$ cat config.mk
export PLATFORM = sky130hd
export DESIGN_NAME = ght_front
export DESIGN_NICKNAME = d
export VERILOG_FILES = /design/src/hdl/ght_pkg.sv /design/src/hdl/ght_front.sv
export SDC_FILE = /design/constraint.sdc
export NUM_CORES = 1
export LEC_CHECK = 0
export ABC_CLOCK_PERIOD_IN_PS = 3200
export BUFFER_PORTS_ARGS = -buffer_cell sky130_fd_sc_hd__buf_2
export CORE_UTILIZATION = 46
export CTS_CLUSTER_SIZE = 24
export DETAILED_ROUTE_END_ITERATION = 16
export PLACE_DENSITY = 0.74
export SKIP_CTS_REPAIR_TIMING = 1
export SLEW_MARGIN = 20
export SYNTH_ARGS = -nofsm -noshare
export SYNTH_HDL_FRONTEND = slang
export SYNTH_SLANG_ARGS = --single-unit
$ cat constraint.sdc
create_clock -name i_clk -period 3.2 [get_ports i_clk]
set_clock_uncertainty 0.2 [all_clocks]
set_input_delay 0.16 -clock i_clk [delete_from_list [all_inputs] [get_ports i_clk]]
set_output_delay 0.16 -clock i_clk [all_outputs]
set_load 0.005 [all_outputs]
$ cat src/hdl/ght_pkg.sv
package ght_pkg;

    localparam int DEF_ROWS      = 1024;
    localparam int DEF_WORD_BITS = 16;
    localparam int DEF_GEN_BITS  = 16;

    localparam int CMD_BITS    = 2;
    localparam int STATUS_BITS = 2;
    localparam int Q_DEPTH     = 2;

    typedef enum logic [CMD_BITS-1:0] {
        CMD_ADD    = 2'd0,
        CMD_LOOKUP = 2'd1,
        CMD_REMOVE = 2'd2,
        CMD_SET    = 2'd3
    } t_cmd;

    typedef enum logic [STATUS_BITS-1:0] {
        ST_OK    = 2'd0,
        ST_FULL  = 2'd1,
        ST_STALE = 2'd2,
        ST_RANGE = 2'd3
    } t_status;

    // head of the command queue as seen by the back end
    typedef struct packed {
        logic valid;
        t_cmd cmd;
        logic slot_over;
        logic unstorable;
    } t_qhead;

    // back end to front end
    typedef struct packed {
        logic pop;
        logic clearing;
    } t_bctl;

endpackage

$ cat src/hdl/ght_front.sv
module ght_front #(
    parameter int ROWS      = ght_pkg::DEF_ROWS,
    parameter int WORD_BITS = ght_pkg::DEF_WORD_BITS,
    parameter int GEN_BITS  = ght_pkg::DEF_GEN_BITS
) (
    input  logic                      i_clk,
    input  logic                      i_rst_n,
    input  logic                      i_valid,
    output logic                      o_ready,
    input  ght_pkg::t_cmd             i_cmd,
    input  logic [$clog2(ROWS)-1:0]   i_slot,
    input  logic [GEN_BITS-1:0]       i_gen,
    input  logic [WORD_BITS-1:0]      i_data,
    output ght_pkg::t_qhead           o_head,
    output logic [$clog2(ROWS)-1:0]   o_slot,
    output logic [GEN_BITS-1:0]       o_gen,
    output logic [WORD_BITS-1:0]      o_data,
    input  ght_pkg::t_bctl            i_bctl
);

    import ght_pkg::*;

    localparam int SLOT_BITS = $clog2(ROWS);
    localparam int CNT_BITS  = $clog2(ROWS + 1);
    localparam int PTR_BITS  = (Q_DEPTH > 1) ? $clog2(Q_DEPTH) : 1;
    localparam int QCNT_BITS = $clog2(Q_DEPTH + 1);

    t_cmd                 r_q_cmd   [Q_DEPTH];
    logic                 r_q_over  [Q_DEPTH];
    logic                 r_q_unst  [Q_DEPTH];
    logic [SLOT_BITS-1:0] r_q_slot  [Q_DEPTH];
    logic [GEN_BITS-1:0]  r_q_gen   [Q_DEPTH];
    logic [WORD_BITS-1:0] r_q_data  [Q_DEPTH];

    logic [PTR_BITS-1:0]  r_wptr, n_wptr;
    logic [PTR_BITS-1:0]  r_rptr, n_rptr;
    logic [QCNT_BITS-1:0] r_count, n_count;

    logic push;
    logic pop;

    assign o_ready = (r_count != QCNT_BITS'(Q_DEPTH)) && !i_bctl.clearing;
    assign push    = i_valid && o_ready;
    assign pop     = i_bctl.pop && (r_count != '0);

    always_comb begin
        n_wptr  = r_wptr;
        n_rptr  = r_rptr;
        n_count = r_count;
        if (push) begin
            n_wptr = (r_wptr == PTR_BITS'(Q_DEPTH - 1)) ? '0 : r_wptr + 1'b1;
        end
        if (pop) begin
            n_rptr = (r_rptr == PTR_BITS'(Q_DEPTH - 1)) ? '0 : r_rptr + 1'b1;
        end
        if (push && !pop) begin
            n_count = r_count + 1'b1;
        end else if (pop && !push) begin
            n_count = r_count - 1'b1;
        end
    end

    always_ff @(posedge i_clk) begin
        if (push) begin
            r_q_cmd[r_wptr]  <= i_cmd;
            r_q_over[r_wptr] <= (CNT_BITS'(i_slot) >= CNT_BITS'(ROWS));
            r_q_unst[r_wptr] <= &i_data;
            r_q_slot[r_wptr] <= i_slot;
            r_q_gen[r_wptr]  <= i_gen;
            r_q_data[r_wptr] <= i_data;
        end
        if (!i_rst_n) begin
            r_wptr  <= '0;
            r_rptr  <= '0;
            r_count <= '0;
        end else begin
            r_wptr  <= n_wptr;
            r_rptr  <= n_rptr;
            r_count <= n_count;
        end
    end

    assign o_head.valid      = (r_count != '0);
    assign o_head.cmd        = r_q_cmd[r_rptr];
    assign o_head.slot_over  = r_q_over[r_rptr];
    assign o_head.unstorable = r_q_unst[r_rptr];
    assign o_slot            = r_q_slot[r_rptr];
    assign o_gen             = r_q_gen[r_rptr];
    assign o_data            = r_q_data[r_rptr];

endmodule

# After elaboration in Yosys (flattened, before gate mapping)
# Memory sizes are Yosys's and may differ from the RTL's. A register that Yosys moved wholly into a read port is not among the register bits.
# Index checks and enable logic that the tools add are counted.
[classes] add_sub_neg=4 eq_ne=1 mux=16 reduce_logical=11
[ops] cell="AND reduction 16 bit" count=1
[ops] cell="2-to-1 mux 1 bit" count=14
[ops] cell="logical AND 1 bit" count=5
[ops] cell="2-to-1 mux 2 bit" count=2
[ops] cell="nonzero test 2 bit" count=2
[ops] cell="zero test 1 bit" count=3
[ops] cell="adder 1 bit (second input constant)" count=2
[ops] cell="adder 2 x 1 -> 2 bit (second input constant)" count=1
[ops] cell="inequality test 2 bit (second input constant)" count=1
[ops] cell="subtractor 2 x 1 -> 2 bit (second input constant)" count=1
[totals] regBits=4 mem_bits_rw=90 input_bits=49 n_memories=5
[mem_list] memory="r_q_data" depth=2 word_bits=16 read_ports=1 rd_ports_with_merged_regs=1 write_ports=1 line_no="ght_front.sv:33" rtl="logic [WORD_BITS-1:0] r_q_data [Q_DEPTH];"
[mem_list] memory="r_q_gen" depth=2 word_bits=16 read_ports=1 rd_ports_with_merged_regs=1 write_ports=1 line_no="ght_front.sv:32" rtl="logic [GEN_BITS-1:0] r_q_gen [Q_DEPTH];"
[mem_list] memory="r_q_slot" depth=2 word_bits=10 read_ports=1 rd_ports_with_merged_regs=1 write_ports=1 line_no="ght_front.sv:31" rtl="logic [SLOT_BITS-1:0] r_q_slot [Q_DEPTH];"
[mem_list] memory="r_q_cmd" depth=2 word_bits=2 read_ports=1 rd_ports_with_merged_regs=1 write_ports=1 line_no="ght_front.sv:28" rtl="t_cmd r_q_cmd [Q_DEPTH];"
[mem_list] memory="r_q_unst" depth=2 word_bits=1 read_ports=1 rd_ports_with_merged_regs=1 write_ports=1 line_no="ght_front.sv:30" rtl="logic r_q_unst [Q_DEPTH];"

# Depth between registers and ports, before layout
# Gate-level depths: netlist of run 1.
[logic_depth] word_depth=7 mapped_depth=6

# Worst setup path after synthesis of run 1
# No wires, ideal clock.
[synth_path] path_type="reg-to-reg" from="register r_count[0]" to="memory r_q_cmd[0][0] in the netlist's numbering, enable pin" t_arrival_ns=2.783 required_ns=2.547 path_slack_ns=-0.236 stages_incl_launch_ff=4 synth_period_minus_slack_ns=3.436 cell_sequence="dfxtp_1 > nor2b_1 > nor3b_2 > nor2b_1"
[synth_via] elab_chain_cells=5
[synth_rtl] element="start, declared" line_no="ght_front.sv:37" rtl="logic [QCNT_BITS-1:0] r_count, n_count;"
[synth_rtl] element="start signal, assigned" line_no="ght_front.sv:79" rtl="r_count <= n_count;"
[synth_rtl] element="inequality test 2 bit" line_no="ght_front.sv:42" rtl="assign o_ready = (r_count != QCNT_BITS'(Q_DEPTH)) && !i_bctl.clearing;"
[synth_rtl] element="logical AND 1 bit" line_no="ght_front.sv:42"
[synth_rtl] element="logical AND 1 bit" line_no="ght_front.sv:43" rtl="assign push = i_valid && o_ready;"
[synth_rtl] element="via push" line_no="ght_front.sv:39" rtl="logic push;"
[synth_rtl] element="2-to-1 mux 1 bit" line_no="ght_front.sv:64" rtl="if (push) begin"
[synth_rtl] element="2-to-1 mux 1 bit (not written as such)" line_no="ght_front.sv:65" rtl="r_q_cmd[r_wptr] <= i_cmd;"
[synth_rtl] element="end, declared" line_no="ght_front.sv:28"
# The timed path passes the listed nets, and every way through them passes these cells.

# Worst setup path in the final report of run 1
[layout_path] from="register r_count[0]" to="memory r_q_slot[1][8] in the netlist's numbering, enable pin"
[layout_via] elab_chain_cells=5
[layout_rtl] element="inequality test 2 bit" line_no="ght_front.sv:42"
[layout_rtl] element="logical AND 1 bit" line_no="ght_front.sv:42"
[layout_rtl] element="logical AND 1 bit" line_no="ght_front.sv:43"
[layout_rtl] element="via push" line_no="ght_front.sv:39"
[layout_rtl] element="2-to-1 mux 1 bit" line_no="ght_front.sv:64"
[layout_rtl] element="2-to-1 mux 1 bit (not written as such)" line_no="ght_front.sv:68" rtl="r_q_slot[r_wptr] <= i_slot;"
[layout_rtl] element="end, declared" line_no="ght_front.sv:31"
# The timed path passes the listed nets, and every way through them passes these cells.

==> impl_metrics.csv, run 1 <==
group,metric,value,unit
clock_network,cts.path.max_buffers,2,
placement,dp_cells,366,
yosys,synth_area_leaders,"edfxtp_1 (77%), mux2_2 (13%), dfxtp_1 (2.8%), mux2_1 (1.3%), buf_4 (1.1%)",
clock_network,clk_latency,0.35,ns
cells_and_area,n_antenna_cell,0,
timing,hold_viol_final,0,
route,drc,0,
timing,fin_ws,0.905,ns
critical_path,setup.worst_path.start,"r_count[0]$_SDFFE_PN0P_",
critical_path,worstSetupEndpoint,"r_q_slot[1][8]$_DFFE_PP_",
die,row_count,31,
yosys,netlist_instances,172,
timing,fmax,436,MHz
grt,antenna_found_initial,0,
critical_path,r2r_end,"r_q_slot[1][8]$_DFFE_PP_",
timing,relSlewSlack,55.1,%
cells_and_area,drive_above_1_share,49.5,%
cells_and_area,area_growth,36.6,%
yosys,synthTopCellsByCount,"edfxtp_1 (90), mux2_2 (41), buf_4 (5), dfxtp_1 (5)",
clock_network,cts_tree,"yes",
die,num_io_pins,97,
yosys,yosysMostFrequentCell,"edfxtp_1",
yosys,syn_nets,222,
yosys,synth_top_cell_area_share,76.6,%
clock_network,cts_root_buf,"clkbuf_8",
yosys,muxShareOfSynthArea,14.6,%
route,routed_wirelength,6510,um
yosys,synth_edf_count,90,
critical_path,crit_fanout,27,
yosys,synth_seq_area_share,79.4,%
run_status,status,"finished clean",
placement,portBuffers,95,
yosys,synth.largest_area_cell,"edfxtp_1",
timing,slew_viol_final,0,
pwr,p_leak,0.00181,uW
yosys,syn_area,3530,um^2
critical_path,startpoint_type,"flip-flop",
yosys,synth_top_family_by_area,"multiplexers",
clock_network,clock-sinks,95,
timing,rsz0062_at_grt,"false",
cells_and_area,fin_cells,428,
clock_network,cts.clk_slew.worst_paths,0.09,ns
pwr,ir_drop,0.351,mV
die,die_w,89.6,um
critical_path,timing.rr.start,"r_count[0]$_SDFFE_PN0P_",
hold_path,min_path_type,"input port to flip-flop",
critical_path,reg2reg_depth,4,
yosys,synth_fa_ha_area_share,0.354,%
timing,fin_tns_setup,0,ns
yosys,synth_seq_cells,95,
placement,dp_hpwl,3970,um
critical_path,crit_path_end_kind,"flip-flop",
pwr,power_density,647,nW/um^2
placement,routabilityCongestion,0.696,
grt,grt_pass1_wl,8430,um
die,dieArea,8030,um^2
run,maxCapViolCount,0,
route,num_vias,2007,
clock_network,h-tree-depth,3,
yosys,ys_async_sr_fraction,0,%
timing,period_share,71.7,%
cells_and_area,nets,374,
critical_path,worstPathRequired,3.05,ns
clock_network,cts_inserted_buffers,9,
critical_path,r2r_slack,0.90,ns
die,dieHeight,89.6,um
yosys,yosysUniqueCellTypes,24,
die,fp.coreArea,7330,um^2
timing,tightest_slew,0.674,ns
route,final_antenna_net_count,0,
critical_path,worstSetupPathType,"flip-flop to flip-flop",
route,first_iter_violations,75,
grt,grtUsageTotal,15.0,%
grt,overflow,0,
yosys,synth_compound_area_share,0.496,%
route,routed_via_density,4.69,
grt,grt_pass1_vias,1769,
yosys,syn_area_per_cell,20.5,um^2
yosys,yosys.area_share.simple,3.05,%
timing,setup_viol,0,
timing,finalCriticalPeriod,2.30,ns
yosys,yosys.area_share.xor_xnor,0.744,%
route,wire_per_inst,15.2,um
critical_path,arrival,2.15,ns
cells_and_area,nFillCells,501,
pwr,p_total,3120,uW
grt,grt_max_degree,28,
route,dr.pass1.iters,4,
placement,pre_cts_slack,0.881,ns
yosys,synth-warning-count,0,
yosys,synthFlopType,"edfxtp_1",
die,initial_core_util,48.1,%
## area by class of cell
| class | count | area [um^2] | area share [%] |
|---|---|---|---|
| Sequential cell | 95 | 2800 | 58.1 |
| Timing Repair Buffer | 147 | 981 | 20.3 |
| Multi-Input combinational cell | 71 | 693 | 14.4 |
| Clock buffer | 9 | 124 | 2.57 |
| Tap cell | 99 | 124 | 2.57 |
| Clock inverter | 7 | 96.3 | 2.00 |
## where the power goes
part | internal (uW) | switching (uW)
sequential | 1480 | 84.9
clock | 443 | 410
combinational | 415 | 285
## metrics by stage
stage | utilization, % | instance area [um^2] | hold slack, ns
2_1_floorplan | - | 3530 | 0.0589
3_3_place_gp | 56.5 | 4140 | 0.149
3_5_place_dp | 56.5 | 4140 | 0.152
4_1_cts | 59.5 | 4360 | -0.231
5_1_grt | 65.8 | 4820 | 0.0493
6_report | 65.8 | 4820 | 0.0441
## critical path: stages, from the launching register on
cell and delay [ns]:
dfxtp_1 0.43, nor2b_1 0.10, nor3b_2 0.29, and2_2 0.65, buf_4 0.32
## layout by cell type (no fill, tap or decap), drive strengths merged
| master | count |
|---|---|
| edfxtp | 90 |
| nor3b | 1 |
| xnor2 | 2 |
| buf | 101 |
| dlygate4sd3 | 46 |
| nor2 | 1 |
| clkinv | 4 |
| and2 | 4 |
| mux2 | 45 |
| bufinv | 2 |
| mux2i | 1 |
| ha | 1 |
| o21ai | 2 |
| conb | 1 |
| xor2 | 1 |
| nand2 | 1 |
| or2 | 1 |
| a21boi | 1 |
| nor4 | 1 |
| clkbuf | 9 |
| dfxtp | 5 |
| nand2b | 1 |
| or3 | 1 |
| nor2b | 2 |
| nand4 | 4 |
| inv | 1 |
## cell families (layout without fill, tap and decap cells)
family,count (synthesis),count (layout)
simple gates,17,17
buf+inv,6,163
compound gates,3,3
xor+xnor,3,3
fa+ha+maj,1,1
mux,46,46
flops,95,95
other cells,1,1
## how the worst min path moves through the flow
stage | from | end | cells after the start
6_report | i_valid | r_wptr$_SDFFE_PN0P_ | 3
5_1_grt | i_valid | r_wptr$_SDFFE_PN0P_ | 3
4_1_cts | i_slot[3] | r_q_slot[0][3]$_DFFE_PP_ | 1
3_5_place_dp | i_slot[3] | r_q_slot[1][3]$_DFFE_PP_ | 1
3_3_place_gp | i_slot[4] | r_q_slot[0][4]$_DFFE_PP_ | 1
2_1_floorplan | i_cmd[0] | r_q_cmd[0][0]$_DFFE_PP_ | 0
## sequential cells by signal, indices dropped and copies added, names as in the netlist, named ones only
register,cells
r_wptr,1
r_q_cmd,4
r_q_data,32
r_rptr,1
r_count,2
r_q_unst,2
r_q_slot,20
r_q_gen,32
## per-layer routing
layer	vias to the layer above	routed length [um]	track usage [%]
li1	975	-	-
met1	958	2790	18.8
met2	64	3260	24.0
met3	10	348	3.66
met4	0	112	8.80
met5	-	0	0
No activity file was read; power rests on OpenSTA's default activity.
==> inputs of run 2 (changes only) <==
ABC_CLOCK_PERIOD_IN_PS = 2400   (was 3200)
PLACE_DENSITY = 0.72   (was 0.74)
clock period = 2.4 ns   (was 3.2 ns; I/O delays follow)
==> run 2 against run 1 <==
Net effect:
- maximum frequency rose by 16%
- clock power rose by 22%
- final area rose by 0.34%
- sequential share of layout area fell by 0.20 points
- total power rose by 31%
- register-to-register slack got worse by 0.48 ns
- critical path depth did not move
- worst setup slack got worse by 0.48 ns
- critical endpoint is now r_q_gen[0][8]$_DFFE_PP_
==> impl_metrics.csv, run 2 (synthesized netlist as in run 1, its figures left out) <==
group,metric,value,unit
route,final_antenna_net_count,0,
route,dr.pass1.iters,4,
timing,hold_viol_final,0,
cells_and_area,layout_commonest_cell,"buf_2",
critical_path,path_buf_inv,1,
clock_network,cts_inserted_buffers,9,
cells_and_area,nets,374,
route,wire_per_inst,15.9,um
grt,grt_max_degree,37,
route,first_iter_violations,82,
cells_and_area,drive_above_1_share,48.6,%
placement,portBuffers,95,
cells_and_area,final_area,4840,um^2
critical_path,critPathTopFamily,"simple AND/OR/NAND/NOR gates",
die,row_count,31,
grt,overflow,0,
pwr,ir_drop,0.491,mV
grt,grt_pass1_wl,8800,um
clock_network,clock-sinks,95,
clock_network,h-tree-depth,3,
cells_and_area,area_growth,37.1,%
pwr,switching_share,25.7,%
cells_and_area,mostFrequentLayoutCells,"buf_2 (95), edfxtp_1 (90), dlygate4sd3_1 (47)",
grt,antenna_found_initial,0,
cells_and_area,nFillCells,529,
clock_network,cts_tree,"yes",
critical_path,worstPathRequired,2.27,ns
critical_path,arrival,1.84,ns
critical_path,cpPeakStageDelay,0.43,ns
critical_path,cp_cell_sequence,"nor2b_1 > nor3b_2 > nor2b_4 > buf_12",
clock_network,clk_latency,0.35,ns
timing,slew_viol_final,0,
critical_path,crit_path_end_kind,"flip-flop",
die,num_io_pins,97,
die,initial_core_util,48.1,%
route,routed_via_density,4.78,
timing,fin_tns_setup,0,ns
placement,routabilityCongestion,0.697,
die,dieArea,8030,um^2
pwr,p_leak,0.00181,uW
hold_path,min_path_type,"input port to flip-flop",
cells_and_area,reg_top3,"r_q_data: 32 flops, r_q_gen: 32 flops, r_q_slot: 20 flops",
run,maxCapViolCount,0,
timing,fmax,507,MHz
pwr,internal_power,3050,uW
grt,grtUsageTotal,15.7,%
route,routed_wirelength,6820,um
timing,period_share,82.1,%
die,dieHeight,89.6,um
route,num_vias,2046,
timing,finalCriticalPeriod,1.97,ns
placement,dp_hpwl,4160,um
critical_path,crit_slowest_cell,"dfxtp_1",
die,die_w,89.6,um
placement,placement.cell_area,4170,um^2
pwr,power_density,847,nW/um^2
critical_path,startpoint_type,"flip-flop",
timing,rsz0062_at_grt,"false",
critical_path,worstSetupPathType,"flip-flop to flip-flop",
pwr,clock_power_share,25.3,%
route,drc,0,
run_status,status,"finished clean",
grt,grt_pass1_vias,1793,
die,fp.coreArea,7330,um^2
clock_network,cts_root_buf,"clkbuf_8",
pwr,seq_power_share,50.2,%
pwr,power.switching,1050,uW
clock_network,cts.clk_slew.worst_paths,0.09,ns
clock_network,cts.path.max_buffers,2,
pwr,pwr-share-comb,24.5,%
cells_and_area,n_antenna_cell,0,
critical_path,crit_fanout,19,
timing,setup_viol,0,
[run 2: power by group through the flow]
stage	sequential, uW	combinational, uW	clock [uW]
after global placement	2080	934	0
after detailed placement	2100	946	0
after CTS	2060	953	1060
after global routing	2070	1100	1120
after floorplan	2050	595	0
final	2060	1010	1040
[run 2: cell type report]
class / count / area [um^2] / area share [%]
repair buffers: 147 / 1020 / 21.1
multi-input cells: 71 / 693 / 14.3
flip-flops and latches: 95 / 2800 / 58.0
well taps: 99 / 124 / 2.56
clock inverters: 6 / 68.8 / 1.42
clock buffers: 10 / 128 / 2.64
[run 2: final timing paths]
kind / from / to / slack [ns] / depth (start not counted)
min reg2reg: r_count[1]$_SDFFE_PN0P_ / r_count[1]$_SDFFE_PN0P_ / 0.32 / 2
max: r_count[0]$_SDFFE_PN0P_ / r_q_gen[0][8]$_DFFE_PP_ / 0.43 / 4
min: i_bctl[1] / flip-flop / 0.04 / 4
max reg2reg: r_count[0]$_SDFFE_PN0P_ / r_q_gen[0][8]$_DFFE_PP_ / 0.43 / 4
[run 2: stage by stage]
step	utilization, %	power (uW)	worst slack, ns	instances	hold WS (ns)
after floorplan	-	2650	0.293	172	0.0189
after global placement	56.9	3020	0.498	365	0.109
after detailed placement	56.9	3040	0.387	365	0.116
after CTS	59.6	4070	0.373	381	-0.265
after global routing	66.0	4290	0.297	428	0.105
final	66.0	4100	0.429	428	0.0431
[run 2: worst register-to-register path, stage by stage, from the launching register on]
cell and delay, ns:
dfxtp_1 0.43, nor2b_1 0.11, nor3b_2 0.28, nor2b_4 0.43, buf_12 0.22
[run 2: layer usage]
layer / GRT usage (%) / wire, um
met2: 26.0 / 3590
met5: 0 / 0
met4: 7.36 / 112
met3: 4.94 / 347
met1: 18.7 / 2760
==> inputs of run 3 (changes only) <==
ABC_CLOCK_PERIOD_IN_PS = 2000   (was 2400)
clock period = 2 ns   (was 2.4 ns; I/O delays follow)
==> run 3 against run 2 <==
Net effect:
- utilization rose by 0.68 points
- sequential cell count did not move
- combinational power grew 22%
- global-route usage shrank 1.0 points
- largest cell class unchanged
- critical endpoint is now o_data[0]
- final cell count is the same
- critical path type is now flip-flop to output pin
- largest power group unchanged
- sequential power is 19% higher
- critical path depth decreased by 1
- worst setup slack got worse by 0.26 ns
- first-iteration DRC count rose by 72%
==> impl_metrics.csv, run 3 (synthesized netlist as in run 1, its figures left out) <==
group,metric,value,unit
clock_network,clk_latency,0.34,ns
clock_network,cts_inserted_buffers,9,
clock_network,clock-sinks,95,
cells_and_area,mostFrequentLayoutCells,"buf_2 (95), edfxtp_1 (90), dlygate4sd3_1 (47)",
timing,rsz0062_at_grt,"false",
route,num_vias,2020,
cells_and_area,layout_commonest_cell,"buf_2",
die,dieArea,8030,um^2
die,dieHeight,89.6,um
pwr,power.switching,1240,uW
grt,grt_pass1_wl,8360,um
critical_path,reg2reg_depth,5,
critical_path,r2r_slack,0.22,ns
die,initial_core_util,48.1,%
clock_network,cts_root_buf,"clkbuf_8",
cells_and_area,nFillCells,518,
clock_network,cts_tree,"yes",
clock_network,cts.clk_slew.worst_paths,0.09,ns
grt,overflow,0,
pwr,p_leak,0.00183,uW
pwr,seq_power_share,47.5,%
pwr,clock_power_share,28.7,%
clock_network,cts.path.max_buffers,2,
pwr,pwr-share-comb,23.8,%
grt,grtUsageTotal,14.6,%
cells_and_area,final_util,66.7,%
route,routed_wirelength,6390,um
die,die_w,89.6,um
critical_path,timing.rr.start,"r_count[1]$_SDFFE_PN0P_",
cells_and_area,area_growth,38.5,%
critical_path,arrival,1.53,ns
grt,grt_max_degree,46,
critical_path,r2r_end,"r_count[1]$_SDFFE_PN0P_",
placement,routabilityCongestion,0.690,
critical_path,worstSetupEndpoint,"o_data[0]",
die,row_count,31,
route,first_iter_violations,141,
pwr,switching_share,24.1,%
critical_path,worstPathRequired,1.70,ns
grt,grt_pass1_vias,1760,
timing,hold_viol_final,0,
timing,fmax,547,MHz
route,final_antenna_net_count,0,
timing,fin_tns_setup,0,ns
clock_network,h-tree-depth,3,
placement,dp_hpwl,3790,um
pwr,internal_power,3910,uW
hold_path,min_path_type,"input port to flip-flop",
grt,antenna_found_initial,0,
cells_and_area,reg_top3,"r_q_data: 32 flops, r_q_gen: 32 flops, r_q_slot: 20 flops",
cells_and_area,drive_above_1_share,49.8,%
cells_and_area,n_antenna_cell,0,
die,fp.coreArea,7330,um^2
cells_and_area,nets,374,
timing,period_share,91.3,%
timing,finalCriticalPeriod,1.83,ns
route,dr.pass1.iters,4,
route,wire_per_inst,14.9,um
route,routed_via_density,4.72,
route,drc,0,
critical_path,crit_path_end_kind,"output pin",
pwr,power_density,1050,nW/um^2
critical_path,startpoint_type,"flip-flop",
timing,setup_viol,0,
cells_and_area,multi_input_area,707,um^2
pwr,ir_drop,0.661,mV
run_status,status,"finished clean",
timing,slew_viol_final,0,
critical_path,worstSetupPathType,"flip-flop to output pin",
cells_and_area,ff_latch_area,2810,um^2
die,num_io_pins,97,
run,maxCapViolCount,0,
placement,portBuffers,95,
critical_path,crit_fanout,26,
==> run 3: changes by cell type in the layout (fill, tap and decap cells not counted), sizes merged <==
cell    delta
clkinv     -2
bufinv     +2
==> run 3: worst min path at each step <==
stage	to	start	depth (start not counted)
floorplan	r_q_cmd[0][0]$_DFFE_PP_	i_cmd[0]	0
global placement	r_q_cmd[0][1]$_DFFE_PP_	i_cmd[1]	1
detailed placement	r_q_slot[0][5]$_DFFE_PP_	i_slot[5]	1
CTS	r_q_gen[0][13]$_DFFE_PP_	i_gen[13]	1
global route	flip-flop	i_bctl[1]	4
finish	flip-flop	i_bctl[1]	4
==> run 3: cell type report <==
type	count	area share [%]
tap	99	2.53
sequential	95	57.4
clock buffer	10	2.61
timing repair buffer	147	20.6
clock inverter	6	2.35
multi-input combinational	71	14.5
==> run 3: power by group through the flow <==
stage          Clock, uW  Combinational (uW)  Sequential (uW)
4_1_cts             1510                1160             2450
5_1_grt             1590                1350             2470
2_1_floorplan          0                 728             2470
6_report            1480                1230             2450
3_3_place_gp           0                1150             2480
3_5_place_dp           0                1150             2490
==> run 3: per-stage QoR <==
stage          setup WS [ns]  instance area [um^2]  total power [uW]  instances  hold WS, ns
4_1_cts                0.137                  4420              5120        381       -0.282
2_1_floorplan        -0.0548                  3550              3200        172     -0.00113
6_report               0.173                  4890              5150        428       0.0543
3_5_place_dp           0.198                  4180              3640        365       0.0913
5_1_grt               0.0863                  4890              5410        428       0.0721
3_3_place_gp           0.253                  4180              3630        365       0.0891
==> run 3: critical path, cell delays in order, from the launching register on <==
cell and delay, ns:
dfxtp_2 0.33, buf_4 0.32, mux2_2 0.39, buf_2 0.13
==> run 3: metal layers <==
metal | track usage (%) | up-vias | part of all wire (%)
met5 | 0 | - | 0
met4 | 7.36 | 0 | 1.1
met3 | 3.47 | 8 | 3.9
met2 | 24.0 | 57 | 53
met1 | 18.3 | 978 | 42
li1 | - | 977 | -
